### config.mk
export PLATFORM = sky130hd
export DESIGN_NAME = lap_split_recorder_top
export DESIGN_NICKNAME = d
export VERILOG_FILES = /design/src/hw/rtl/lsr_pkg.sv /design/src/hw/rtl/lsr_front.sv /design/src/hw/rtl/lsr_core.sv /design/src/hw/rtl/lap_split_recorder_top.sv
export VERILOG_INCLUDE_DIRS = /design/src /design/src/hw/rtl
export SDC_FILE = /design/constraint.sdc
export NUM_CORES = 1
export LEC_CHECK = 0
export ABC_CLOCK_PERIOD_IN_PS = 5900
export BUFFER_PORTS_ARGS = -buffer_cell sky130_fd_sc_hd__buf_4
export CAP_MARGIN = 40
export CORE_MARGIN = 1.5
export CORE_UTILIZATION = 47
export DETAILED_ROUTE_END_ITERATION = 12
export GPL_TIMING_DRIVEN = 0
export PLACE_DENSITY = 0.75
export SLEW_MARGIN = 30
export SYNTH_ARGS = -nofsm -noshare
export SYNTH_HDL_FRONTEND = slang
export SYNTH_HIERARCHICAL = 1
export SYNTH_SLANG_ARGS = --single-unit
### constraint.sdc
create_clock -name aclk -period 5.9 [get_ports aclk]
set_input_delay 0.295 -clock aclk [delete_from_list [all_inputs] [get_ports aclk]]
set_output_delay 0.295 -clock aclk [all_outputs]
set_load 0.02 [all_outputs]
### src/hw/rtl/assert_macros.svh
// Assertion macros shared by the lap split recorder RTL.
// Depends on nothing; included by files that carry concurrent checks.
`ifndef ASSERT_MACROS_SVH
`define ASSERT_MACROS_SVH

// Plain property, sampled on the rising clock, off while in reset.
`define ASSERT_HOLDS(label, clk, rstn, prop, msg) \
    label: assert property (@(posedge clk) disable iff (!(rstn)) (prop)) else $error(msg);

// Implication in the same cycle, off while in reset.
`define ASSERT_IMPLIES(label, clk, rstn, ante, cons, msg) \
    label: assert property (@(posedge clk) disable iff (!(rstn)) (ante) |-> (cons)) \
        else $error(msg);

`endif

### src/hw/rtl/lsr_pkg.sv
// Package for the lap split recorder: widths, codes and request/result types.
// Depends on nothing; used by every module of the block.
`timescale 1ns / 1ps
`default_nettype none

package lsr_pkg;

    localparam int LAPS           = 4;
    localparam int CENTIS_PER_SEC = 100;

    localparam int OP_W           = 2;
    localparam int SEC_W          = 16;
    localparam int CSEC_W         = 7;
    localparam int SLOT_W         = 2;
    localparam int STATUS_W       = 2;
    localparam int TOTAL_W        = 23;
    localparam int LAPS_DONE_W    = 3;
    localparam int IDX_W          = (LAPS > 1) ? $clog2(LAPS) : 1;
    localparam int CNT_W          = $clog2(LAPS + 1);

    typedef enum logic [OP_W-1:0] {
        OP_LAP      = 2'd0,
        OP_CLEAR    = 2'd1,
        OP_READ     = 2'd2,
        OP_READ_ALT = 2'd3
    } op_t;

    typedef enum logic [STATUS_W-1:0] {
        ST_RECORDED = 2'd0,
        ST_FULL     = 2'd1,
        ST_CLEARED  = 2'd2,
        ST_READ     = 2'd3
    } status_t;

    typedef struct packed {
        logic [OP_W-1:0]   op;
        logic [SEC_W-1:0]  abs_sec;
        logic [CSEC_W-1:0] abs_centis;
        logic [SLOT_W-1:0] slot_index;
    } lsr_in_t;

    typedef struct packed {
        logic [STATUS_W-1:0]    status;
        logic [SLOT_W-1:0]      lap_slot;
        logic [SEC_W-1:0]       split_seconds;
        logic [CSEC_W-1:0]      split_centis;
        logic                   lap_present;
        logic [TOTAL_W-1:0]     best_split;
        logic [LAPS_DONE_W-1:0] laps_done;
        logic                   stop_pulse;
    } lsr_out_t;

    // Request after the front stage: folded centiseconds and total time.
    typedef struct packed {
        op_t                op;
        logic [SEC_W-1:0]   sec;
        logic [CSEC_W-1:0]  csec;
        logic [TOTAL_W-1:0] time_total;
        logic [SLOT_W-1:0]  slot;
    } lsr_stage_t;

endpackage

`default_nettype wire

### src/hw/rtl/lsr_front.sv
// Front stage: folds centiseconds, forms total centiseconds, registers the request.
// Depends on lsr_pkg.
`timescale 1ns / 1ps
`default_nettype none

module lsr_front (
    input  wire logic               aclk,
    input  wire logic               aresetn,
    input  wire logic               s_valid,
    output logic                    s_ready,
    input  wire lsr_pkg::lsr_in_t   s_data,
    input  wire logic               advance,
    output logic                    stage_valid,
    output lsr_pkg::lsr_stage_t     stage_data
);
    import lsr_pkg::*;

    logic               stage_valid_reg;
    logic               stage_valid_next;
    lsr_stage_t         stage_data_reg;
    lsr_stage_t         stage_data_next;
    logic [CSEC_W-1:0]  csec_fold;
    logic               take;

    assign s_ready = !stage_valid_reg || advance;
    assign take    = s_valid && s_ready;

    always_comb begin
        if (s_data.abs_centis >= CSEC_W'(CENTIS_PER_SEC)) begin
            csec_fold = s_data.abs_centis - CSEC_W'(CENTIS_PER_SEC);
        end else begin
            csec_fold = s_data.abs_centis;
        end
        stage_data_next.op         = op_t'(s_data.op);
        stage_data_next.sec        = s_data.abs_sec;
        stage_data_next.csec       = csec_fold;
        stage_data_next.time_total = TOTAL_W'(s_data.abs_sec) * TOTAL_W'(CENTIS_PER_SEC)
                                   + TOTAL_W'(csec_fold);
        stage_data_next.slot       = s_data.slot_index;

        if (take) begin
            stage_valid_next = 1'b1;
        end else if (advance) begin
            stage_valid_next = 1'b0;
        end else begin
            stage_valid_next = stage_valid_reg;
        end
    end

    always_ff @(posedge aclk) begin
        if (!aresetn) begin
            stage_valid_reg <= 1'b0;
        end else begin
            stage_valid_reg <= stage_valid_next;
        end
    end

    always_ff @(posedge aclk) begin
        if (take) begin
            stage_data_reg <= stage_data_next;
        end
    end

    assign stage_valid = stage_valid_reg;
    assign stage_data  = stage_data_reg;

endmodule

`default_nettype wire

### src/hw/rtl/lsr_core.sv
// Core stage: lap records, split arithmetic, best split and the result register.
// Depends on lsr_pkg.
`timescale 1ns / 1ps
`default_nettype none

module lsr_core (
    input  wire logic                aclk,
    input  wire logic                aresetn,
    input  wire logic                stage_valid,
    input  wire lsr_pkg::lsr_stage_t stage_data,
    output logic                     advance,
    output logic                     m_valid,
    input  wire logic                m_ready,
    output lsr_pkg::lsr_out_t        m_data
);
    import lsr_pkg::*;

    logic [CNT_W-1:0]   lap_total_reg,  lap_total_next;
    logic [TOTAL_W-1:0] last_total_reg, last_total_next;
    logic [SEC_W-1:0]   last_sec_reg,   last_sec_next;
    logic [CSEC_W-1:0]  last_csec_reg,  last_csec_next;
    logic [TOTAL_W-1:0] best_total_reg, best_total_next;
    logic [SEC_W-1:0]   sec_store_reg  [LAPS];
    logic [SEC_W-1:0]   sec_store_next [LAPS];
    logic [CSEC_W-1:0]  csec_store_reg [LAPS];
    logic [CSEC_W-1:0]  csec_store_next[LAPS];
    logic               m_valid_reg, m_valid_next;
    lsr_out_t           m_data_reg, res;

    logic               full;
    logic               behind;
    logic [TOTAL_W-1:0] lap_span;
    logic [CSEC_W:0]    csec_diff;
    logic               borrow;
    logic [SEC_W-1:0]   span_sec;
    logic [CSEC_W-1:0]  span_csec;
    logic [IDX_W-1:0]   wr_idx;
    logic [IDX_W-1:0]   rd_idx;
    logic [CNT_W-1:0]   lap_total_inc;

    assign advance = stage_valid && (!m_valid_reg || m_ready);

    always_comb begin
        full          = (lap_total_reg == CNT_W'(LAPS));
        behind        = (stage_data.time_total < last_total_reg);
        lap_total_inc = lap_total_reg + CNT_W'(1);
        wr_idx        = lap_total_reg[IDX_W-1:0];
        rd_idx        = stage_data.slot[IDX_W-1:0];

        // split as a sec/csec pair, borrowing a second when centiseconds wrap
        csec_diff = {1'b0, stage_data.csec} - {1'b0, last_csec_reg};
        borrow    = csec_diff[CSEC_W];
        if (behind) begin
            lap_span  = '0;
            span_sec  = '0;
            span_csec = '0;
        end else begin
            lap_span  = stage_data.time_total - last_total_reg;
            span_sec  = stage_data.sec - last_sec_reg - SEC_W'(borrow);
            span_csec = borrow ? csec_diff[CSEC_W-1:0] + CSEC_W'(CENTIS_PER_SEC)
                               : csec_diff[CSEC_W-1:0];
        end

        lap_total_next  = lap_total_reg;
        last_total_next = last_total_reg;
        last_sec_next   = last_sec_reg;
        last_csec_next  = last_csec_reg;
        best_total_next = best_total_reg;
        sec_store_next  = sec_store_reg;
        csec_store_next = csec_store_reg;

        res             = '0;
        res.best_split  = best_total_reg;
        res.laps_done   = LAPS_DONE_W'(lap_total_reg);

        case (stage_data.op)
            OP_LAP: begin
                if (full) begin
                    res.status = ST_FULL;
                end else begin
                    sec_store_next[wr_idx]  = span_sec;
                    csec_store_next[wr_idx] = span_csec;
                    if (best_total_reg == '0 || lap_span < best_total_reg) begin
                        best_total_next = lap_span;
                    end
                    lap_total_next    = lap_total_inc;
                    last_total_next   = stage_data.time_total;
                    last_sec_next     = stage_data.sec;
                    last_csec_next    = stage_data.csec;
                    res.status        = ST_RECORDED;
                    res.lap_slot      = SLOT_W'(wr_idx);
                    res.split_seconds = span_sec;
                    res.split_centis  = span_csec;
                    res.lap_present   = 1'b1;
                    res.best_split    = best_total_next;
                    res.laps_done     = LAPS_DONE_W'(lap_total_inc);
                    res.stop_pulse    = (lap_total_inc == CNT_W'(LAPS));
                end
            end
            OP_CLEAR: begin
                lap_total_next  = '0;
                last_total_next = '0;
                last_sec_next   = '0;
                last_csec_next  = '0;
                best_total_next = '0;
                for (int i = 0; i < LAPS; i++) begin
                    sec_store_next[i]  = '0;
                    csec_store_next[i] = '0;
                end
                res        = '0;
                res.status = ST_CLEARED;
            end
            default: begin
                res.status   = ST_READ;
                res.lap_slot = stage_data.slot;
                if (32'(stage_data.slot) < LAPS) begin
                    res.split_seconds = sec_store_reg[rd_idx];
                    res.split_centis  = csec_store_reg[rd_idx];
                    res.lap_present   = (CNT_W'(stage_data.slot) < lap_total_reg);
                end
            end
        endcase

        if (advance) begin
            m_valid_next = 1'b1;
        end else if (m_ready) begin
            m_valid_next = 1'b0;
        end else begin
            m_valid_next = m_valid_reg;
        end
    end

    always_ff @(posedge aclk) begin
        if (!aresetn) begin
            lap_total_reg  <= '0;
            last_total_reg <= '0;
            last_sec_reg   <= '0;
            last_csec_reg  <= '0;
            best_total_reg <= '0;
            m_valid_reg    <= 1'b0;
            for (int i = 0; i < LAPS; i++) begin
                sec_store_reg[i]  <= '0;
                csec_store_reg[i] <= '0;
            end
        end else begin
            m_valid_reg <= m_valid_next;
            if (advance) begin
                lap_total_reg  <= lap_total_next;
                last_total_reg <= last_total_next;
                last_sec_reg   <= last_sec_next;
                last_csec_reg  <= last_csec_next;
                best_total_reg <= best_total_next;
                sec_store_reg  <= sec_store_next;
                csec_store_reg <= csec_store_next;
            end
        end
    end

    always_ff @(posedge aclk) begin
        if (advance) begin
            m_data_reg <= res;
        end
    end

    assign m_valid = m_valid_reg;
    assign m_data  = m_data_reg;

endmodule

`default_nettype wire

### src/hw/rtl/lap_split_recorder_top.sv
// Lap split recorder: a request is taken into the front register, and its result is
// loaded into the result register when that register is empty or m_ready is high.
// Throughput is one request per cycle while m_ready stays high, set by the front and result registers.
// Synchronous active-low reset clears all lap records, the best split and both
// valid flags; the block takes requests as soon as reset is released.
`timescale 1ns / 1ps
`default_nettype none
`include "assert_macros.svh"

module lap_split_recorder_top (
    input  wire logic              aclk,
    input  wire logic              aresetn,
    input  wire logic              s_valid,
    output logic                   s_ready,
    input  wire lsr_pkg::lsr_in_t  s_data,
    output logic                   m_valid,
    input  wire logic              m_ready,
    output lsr_pkg::lsr_out_t      m_data
);
    import lsr_pkg::*;

    logic       advance;
    logic       stage_valid;
    lsr_stage_t stage_data;

    lsr_front u_front (
        .aclk        (aclk),
        .aresetn     (aresetn),
        .s_valid     (s_valid),
        .s_ready     (s_ready),
        .s_data      (s_data),
        .advance     (advance),
        .stage_valid (stage_valid),
        .stage_data  (stage_data)
    );

    lsr_core u_core (
        .aclk        (aclk),
        .aresetn     (aresetn),
        .stage_valid (stage_valid),
        .stage_data  (stage_data),
        .advance     (advance),
        .m_valid     (m_valid),
        .m_ready     (m_ready),
        .m_data      (m_data)
    );

    `ASSERT_IMPLIES(a_stop_on_last, aclk, aresetn, m_valid && m_data.stop_pulse, m_data.status == ST_RECORDED && m_data.laps_done == LAPS_DONE_W'(LAPS), "stop pulse without final lap")
    `ASSERT_IMPLIES(a_clear_zero, aclk, aresetn, m_valid && m_data.status == ST_CLEARED, m_data.best_split == '0 && m_data.laps_done == '0, "clear left records")
    `ASSERT_IMPLIES(a_full_count, aclk, aresetn, m_valid && m_data.status == ST_FULL, m_data.laps_done == LAPS_DONE_W'(LAPS), "full reported before last slot")
    `ASSERT_IMPLIES(a_lap_slot, aclk, aresetn, m_valid && m_data.status == ST_RECORDED, m_data.lap_present && m_data.lap_slot == SLOT_W'(m_data.laps_done - 3'd1), "recorded lap in wrong slot")
    `ASSERT_HOLDS(a_no_stall_loss, aclk, aresetn, !(stage_valid && m_valid && !m_ready && advance), "request advanced into stalled result")

endmodule

`default_nettype wire
# Word-level counts from Yosys, hierarchy flattened
# Cells that the tools add are included.
[classes] addsub=8 n_mul=1 div_mod_pow=0 order_cmp=7 n_eq_ne=4 shift=0 muxes=40 bitwise=2 reduce_logical=14
[op_table] operator="case mux 64 bit (2 select lines)" n=1
[op_table] operator="case mux 28 bit (2 select lines)" n=2
[op_table] operator="2-to-1 mux 23 bit" n=4
[op_table] operator="case mux 23 bit (2 select lines)" n=2
[op_table] operator="2-to-1 mux 16 bit" n=5
[op_table] operator="bitwise mux 64 bit" n=1
[op_table] operator="2-to-1 mux 64 bit" n=1
[op_table] operator="case mux 27 bit (2 select lines)" n=1
[op_table] operator="2-to-1 mux 53 bit" n=1
[op_table] operator="2-to-1 mux 7 bit" n=7
[op_table] operator="less-than comparator 23 bit" n=2
[op_table] operator="binary-select mux 16 bit (select 2 bit)" n=1
[op_table] operator="demux 16 bit (select 2 bit)" n=1
[op_table] operator="case mux 16 bit (2 select lines)" n=1
[op_table] operator="bitwise mux 28 bit" n=1
[op_table] operator="2-to-1 mux 28 bit" n=1
[op_table] operator="adder 23 x 7 -> 23 bit" n=1
[op_table] operator="zero test 23 bit" n=1
[op_table] operator="subtractor 23 bit" n=1
[op_table] operator="multiplier 16 x 5 -> 21 bit, second input constant" n=1
[op_table] operator="subtractor 16 x 1 -> 16 bit" n=1
[op_table] operator="subtractor 16 bit" n=1
[op_table] operator="binary-select mux 7 bit (select 2 bit)" n=1
[op_table] operator="demux 7 bit (select 2 bit)" n=1
[op_table] operator="22 further kinds" n=36
[word_totals] ff_bits=271 latchBits=0 ramBits=0 rom_bits=0 input_bits=31 out_inout_bits=57 n_memories=0

# Logic depth before layout (Yosys ltp)
[logic_depth] depth_word=8 mapped_depth=23 depth_no_buf=21

# Hierarchy
# Netlist, hierarchy kept.
[modules_own_cells] mod="lsr_core" instances=1 cells_each=1276 area_each_um2=12236.7 seq_area_each_um2=4954.8
[modules_own_cells] mod="lsr_front" instances=1 cells_each=341 area_each_um2=3762.4 seq_area_each_um2=1461.4

# Least setup slack after synthesis
# OpenSTA, ideal clock, no wires.
[synth_path] path_kind="flip-flop to flip-flop" start="register u_front/stage_data[25] (netlist name)" end="register u_core.m_data_reg (netlist bit u_core/m_data[10]) (data pin)" setup_time_ns=0.256 t_arrival_ns=4.032 path_slack_ns=1.611 stages_incl_launch_ff=22 n_path_buf=1 path_cell_list="edfxtp_1 inv_1 ha_1 inv_1 fa_1 a211oi_1 o21ai_0 a21oi_1 o21ai_0 a21oi_1 xor2_1 nor2_1 ha_1 nand4_1 inv_1 a2111oi_0 a21oi_1 a211o_1 a21oi_1 o31ai_1 buf_2 a22o_1"
[synth_rtl] item="to (signal assigned)" line_no="lsr_core.sv:161" rtl="m_data_reg <= res;"
[synth_rtl] item="to (decl)" line_no="lsr_core.sv:28" rtl="lsr_out_t m_data_reg, res;"

==> impl_metrics.ini <==
[synth]
yosys_register_bits = 269
synth_edf_count = 103
synth-xor-area-share_pct = 3.93
async_reset_ff_share_pct = 0
yosysSeqAreaShare_pct = 40.1
avgSynthCellArea_um2 = 9.89
synth_warnings = 6
synth_compound_area_share_pct = 19.2
synth_top_family_by_area = compound AO/OA/AOI/OAI gates
synth_nets = 1811
synth_ff_type = dfxtp_1
synthMuxAreaShare_pct = 3.36
yosysUniqueCellTypes = 82
synth_cells = 1617
yosys.area_share.adder_pct = 13.5
syn_area_um2 = 16000
synth-simple-area-share_pct = 13.7

[routing]
drt_wl_total_um = 39400
firstDrtPassIters = 5
vias_per_cell = 5.70
drt_iter0_markers = 1110
vias = 12700
wl_per_cell_um = 17.6
ant_nets = 0
drc = 0

[clocking]
cts_inserted_buffers = 29
clkTransAtPathRegs_ps = 60
clockBufferDepth = 3
postCtsResizedCells = 0
cts_num_sinks = 269
cts_tree = yes
worstSkewPairLatency_ps = 570
cts_max_level = 1
root_buffer = clkbuf_16

[floorplan]
start_util_pct = 47.7
core_area_um2 = 33500
die_h_um = 188
top_level_ports = 88
rows = 67
die_w_um = 188
design.die.area_um2 = 35200

[timing]
setup_tns_ps = 0
fin_crit_ps = 5180
grt_setup_unrepaired = false
fin_crit_sh_pct = 87.8
max_freq_ghz = 0.193
finalHoldViolations = 0
timing.slew.headroom_pct = 45.8
final-setup-viol-count = 0
max_slew.worst_pin.slew_ps = 814
finClkSkew_ps = 25.5
slew_violations = 0

[placement]
dp_cells = 2156
place_congestion = 0.932
portBuffers = 87
place_area_um2 = 17300
dpl.hpwl_um = 29500

[pwr]
peakVddDrop_uv = 228
cellLeakagePower_nw = 7.31
fin_total_pwr_mw = 6.06
p_per_area_nw_per_um2 = 328

[worst_setup_path]
cp-end-kind = register
required_ps = 6210
worstPathArrival_ps = 5490
cp_common_cell = a21oi_1
max_stage_delay_ps = 460
critical_path_buf_inv_count = 4
cp_cell_sequence = inv_1 -> ha_1 -> inv_1 -> fa_1 -> a211oi_1 -> o21ai_0 -> a21oi_1 -> o21ai_0 -> a21oi_1 -> xor2_1 -> nor2_1 -> ha_1 -> nand4_1 -> inv_1 -> a2111oi_0 -> a21oi_1 -> a211o_1 -> a21oi_1 -> o31ai_1 -> buf_2 -> a22o_1
path_class = register to register
crit_fanout = 10
rrSetupSlack_ps = 720
critPathLaunchType = register
cpMaxStageDelayCell = edfxtp_1
crit_family = compound AO/OA/AOI/OAI gates

[outcome]
status = finished, final reports clean

[global_route]
grt_pass1_wl_um = 63100
antenna_found_initial = 0
grt_max_degree = 47
grt_overflow = 0
grt_usage_pct = 21.9
grt_pass1_vias = 12000

[min_path]
hp-class = input pin to register

[final_layout]
nNetsFinal = 1955
largest_reg_flops = 64
antennaDiodeCount = 0
fin_area_um2 = 18500
areaGrowthSynthToFinish_pct = 15.7
drive_above_1_share_pct = 12.0
final_cells = 2232

[job]
maxCapViolCount = 0
==> layout by cell type (no fill, tap or decap), types with 31 or more instances in the layout <==
master	count
a21oi_1	63
a22o_1	54
a22oi_1	100
buf_4	91
clkbuf_1	48
dfxtp_1	166
edfxtp_1	103
ha_1	147
inv_1	182
nand2_1	99
nand3_1	31
nor2_1	63
nor2b_1	111
o21ai_0	63
xnor2_1	38
xor2_1	32
==> what timing repair did <==
item,CTS,global route
endpoints found under the hold margin,21,0
endpoints found under the setup margin,0,0
setup buffers,0,0
hold buffers,21,0
==> cell usage after synthesis, types with 5 or more instances <==
cell,count,share of area (%)
o31ai_1,7,0.33
or2_2,6,0.23
a22o_1,54,3.0
buf_2,12,0.38
o311ai_0,5,0.27
nand3_1,31,0.97
a32o_1,18,1.1
inv_1,183,4.3
nor4_1,7,0.27
nor3b_1,6,0.28
and3_1,5,0.20
xnor2_1,38,2.1
nand2_1,99,2.3
and2_1,24,0.94
or3_1,6,0.23
o21ai_1,7,0.22
nand4_1,11,0.43
fa_1,16,2.0
a21o_1,10,0.47
o211ai_1,12,0.56
a211oi_1,12,0.56
o21ai_0,63,2.0
a21boi_0,11,0.52
dfxtp_1,166,21
nor2b_1,111,4.3
mux4_2,23,3.2
ha_1,147,11
nor2_1,63,1.5
xor2_1,32,1.8
o2bb2ai_1,8,0.44
nor3_1,14,0.44
o21a_1,7,0.33
a22oi_1,100,4.7
a21oi_1,63,2.0
nand2b_1,16,0.63
clkbuf_1,45,1.1
edfxtp_1,103,19
==> per-stage QoR <==
step                worst slack, ps  utilization, %  hold WS (ps)
floorplan                      1610               -           394
global placement                825            51.3           456
detailed placement              791            51.5           462
CTS                             780            55.2          5.30
global route                    184            55.2          13.7
finish                          720            55.2          17.3
==> logic make-up after synthesis <==
family,after synthesis
AO/OA/AOI/OAI,425
XOR/XNOR,71
adder cells (fa/ha/maj),163
buffers and inverters,251
flip-flops,269
multiplexers,25
AND/OR/NAND/NOR,413
==> layer usage <==
metal / vias up / GRT usage, % / wire (um)
met1: 6077 / 31.7 / 18400
li1: 6131 / - / -
met5: - / 0 / 0
met3: 55 / 2.43 / 2510
met2: 452 / 35.4 / 17600
met4: 0 / 5.02 / 827
==> report_power, final <==
group | switching (mW) | internal, mW
clock | 0.765 | 1.11
sequential | 0.0648 | 2.08
combinational | 1.25 | 0.788
total | 2.08 | 3.98
==> worst register-to-register path, cell delays in order (launching register included) <==
cell	delay (ps)
edfxtp_1	460
inv_1	90
ha_1	150
inv_1	50
fa_1	410
a211oi_1	290
o21ai_0	240
a21oi_1	330
o21ai_0	150
a21oi_1	190
xor2_1	90
nor2_1	240
ha_1	300
nand4_1	150
inv_1	80
a2111oi_0	420
a21oi_1	150
a211o_1	270
a21oi_1	260
o31ai_1	120
buf_2	220
a22o_1	290
==> area by class of cell <==
type,instances,area [um^2]
Buffer,68,302
Clock buffer,36,803
Clock inverter,18,199
Fill cell,2943,15000
Inverter,183,689
Multi-Input combinational cell,1097,8600
Sequential cell,269,6420
Tap cell,448,561
Timing Repair Buffer,113,938
==> final timing paths <==
kind                                               from                 endpoint  depth (start not counted)
worst max-delay path             u_front/stage_data[25]         u_core/m_data[5]                         21
worst min-delay path                            aresetn      u_front/stage_valid                          2
worst max register to register   u_front/stage_data[25]         u_core/m_data[5]                         21
worst min register to register  u_core/last_csec_reg[6]  u_core/last_csec_reg[6]                          2
(Power assumes the default switching activity.)
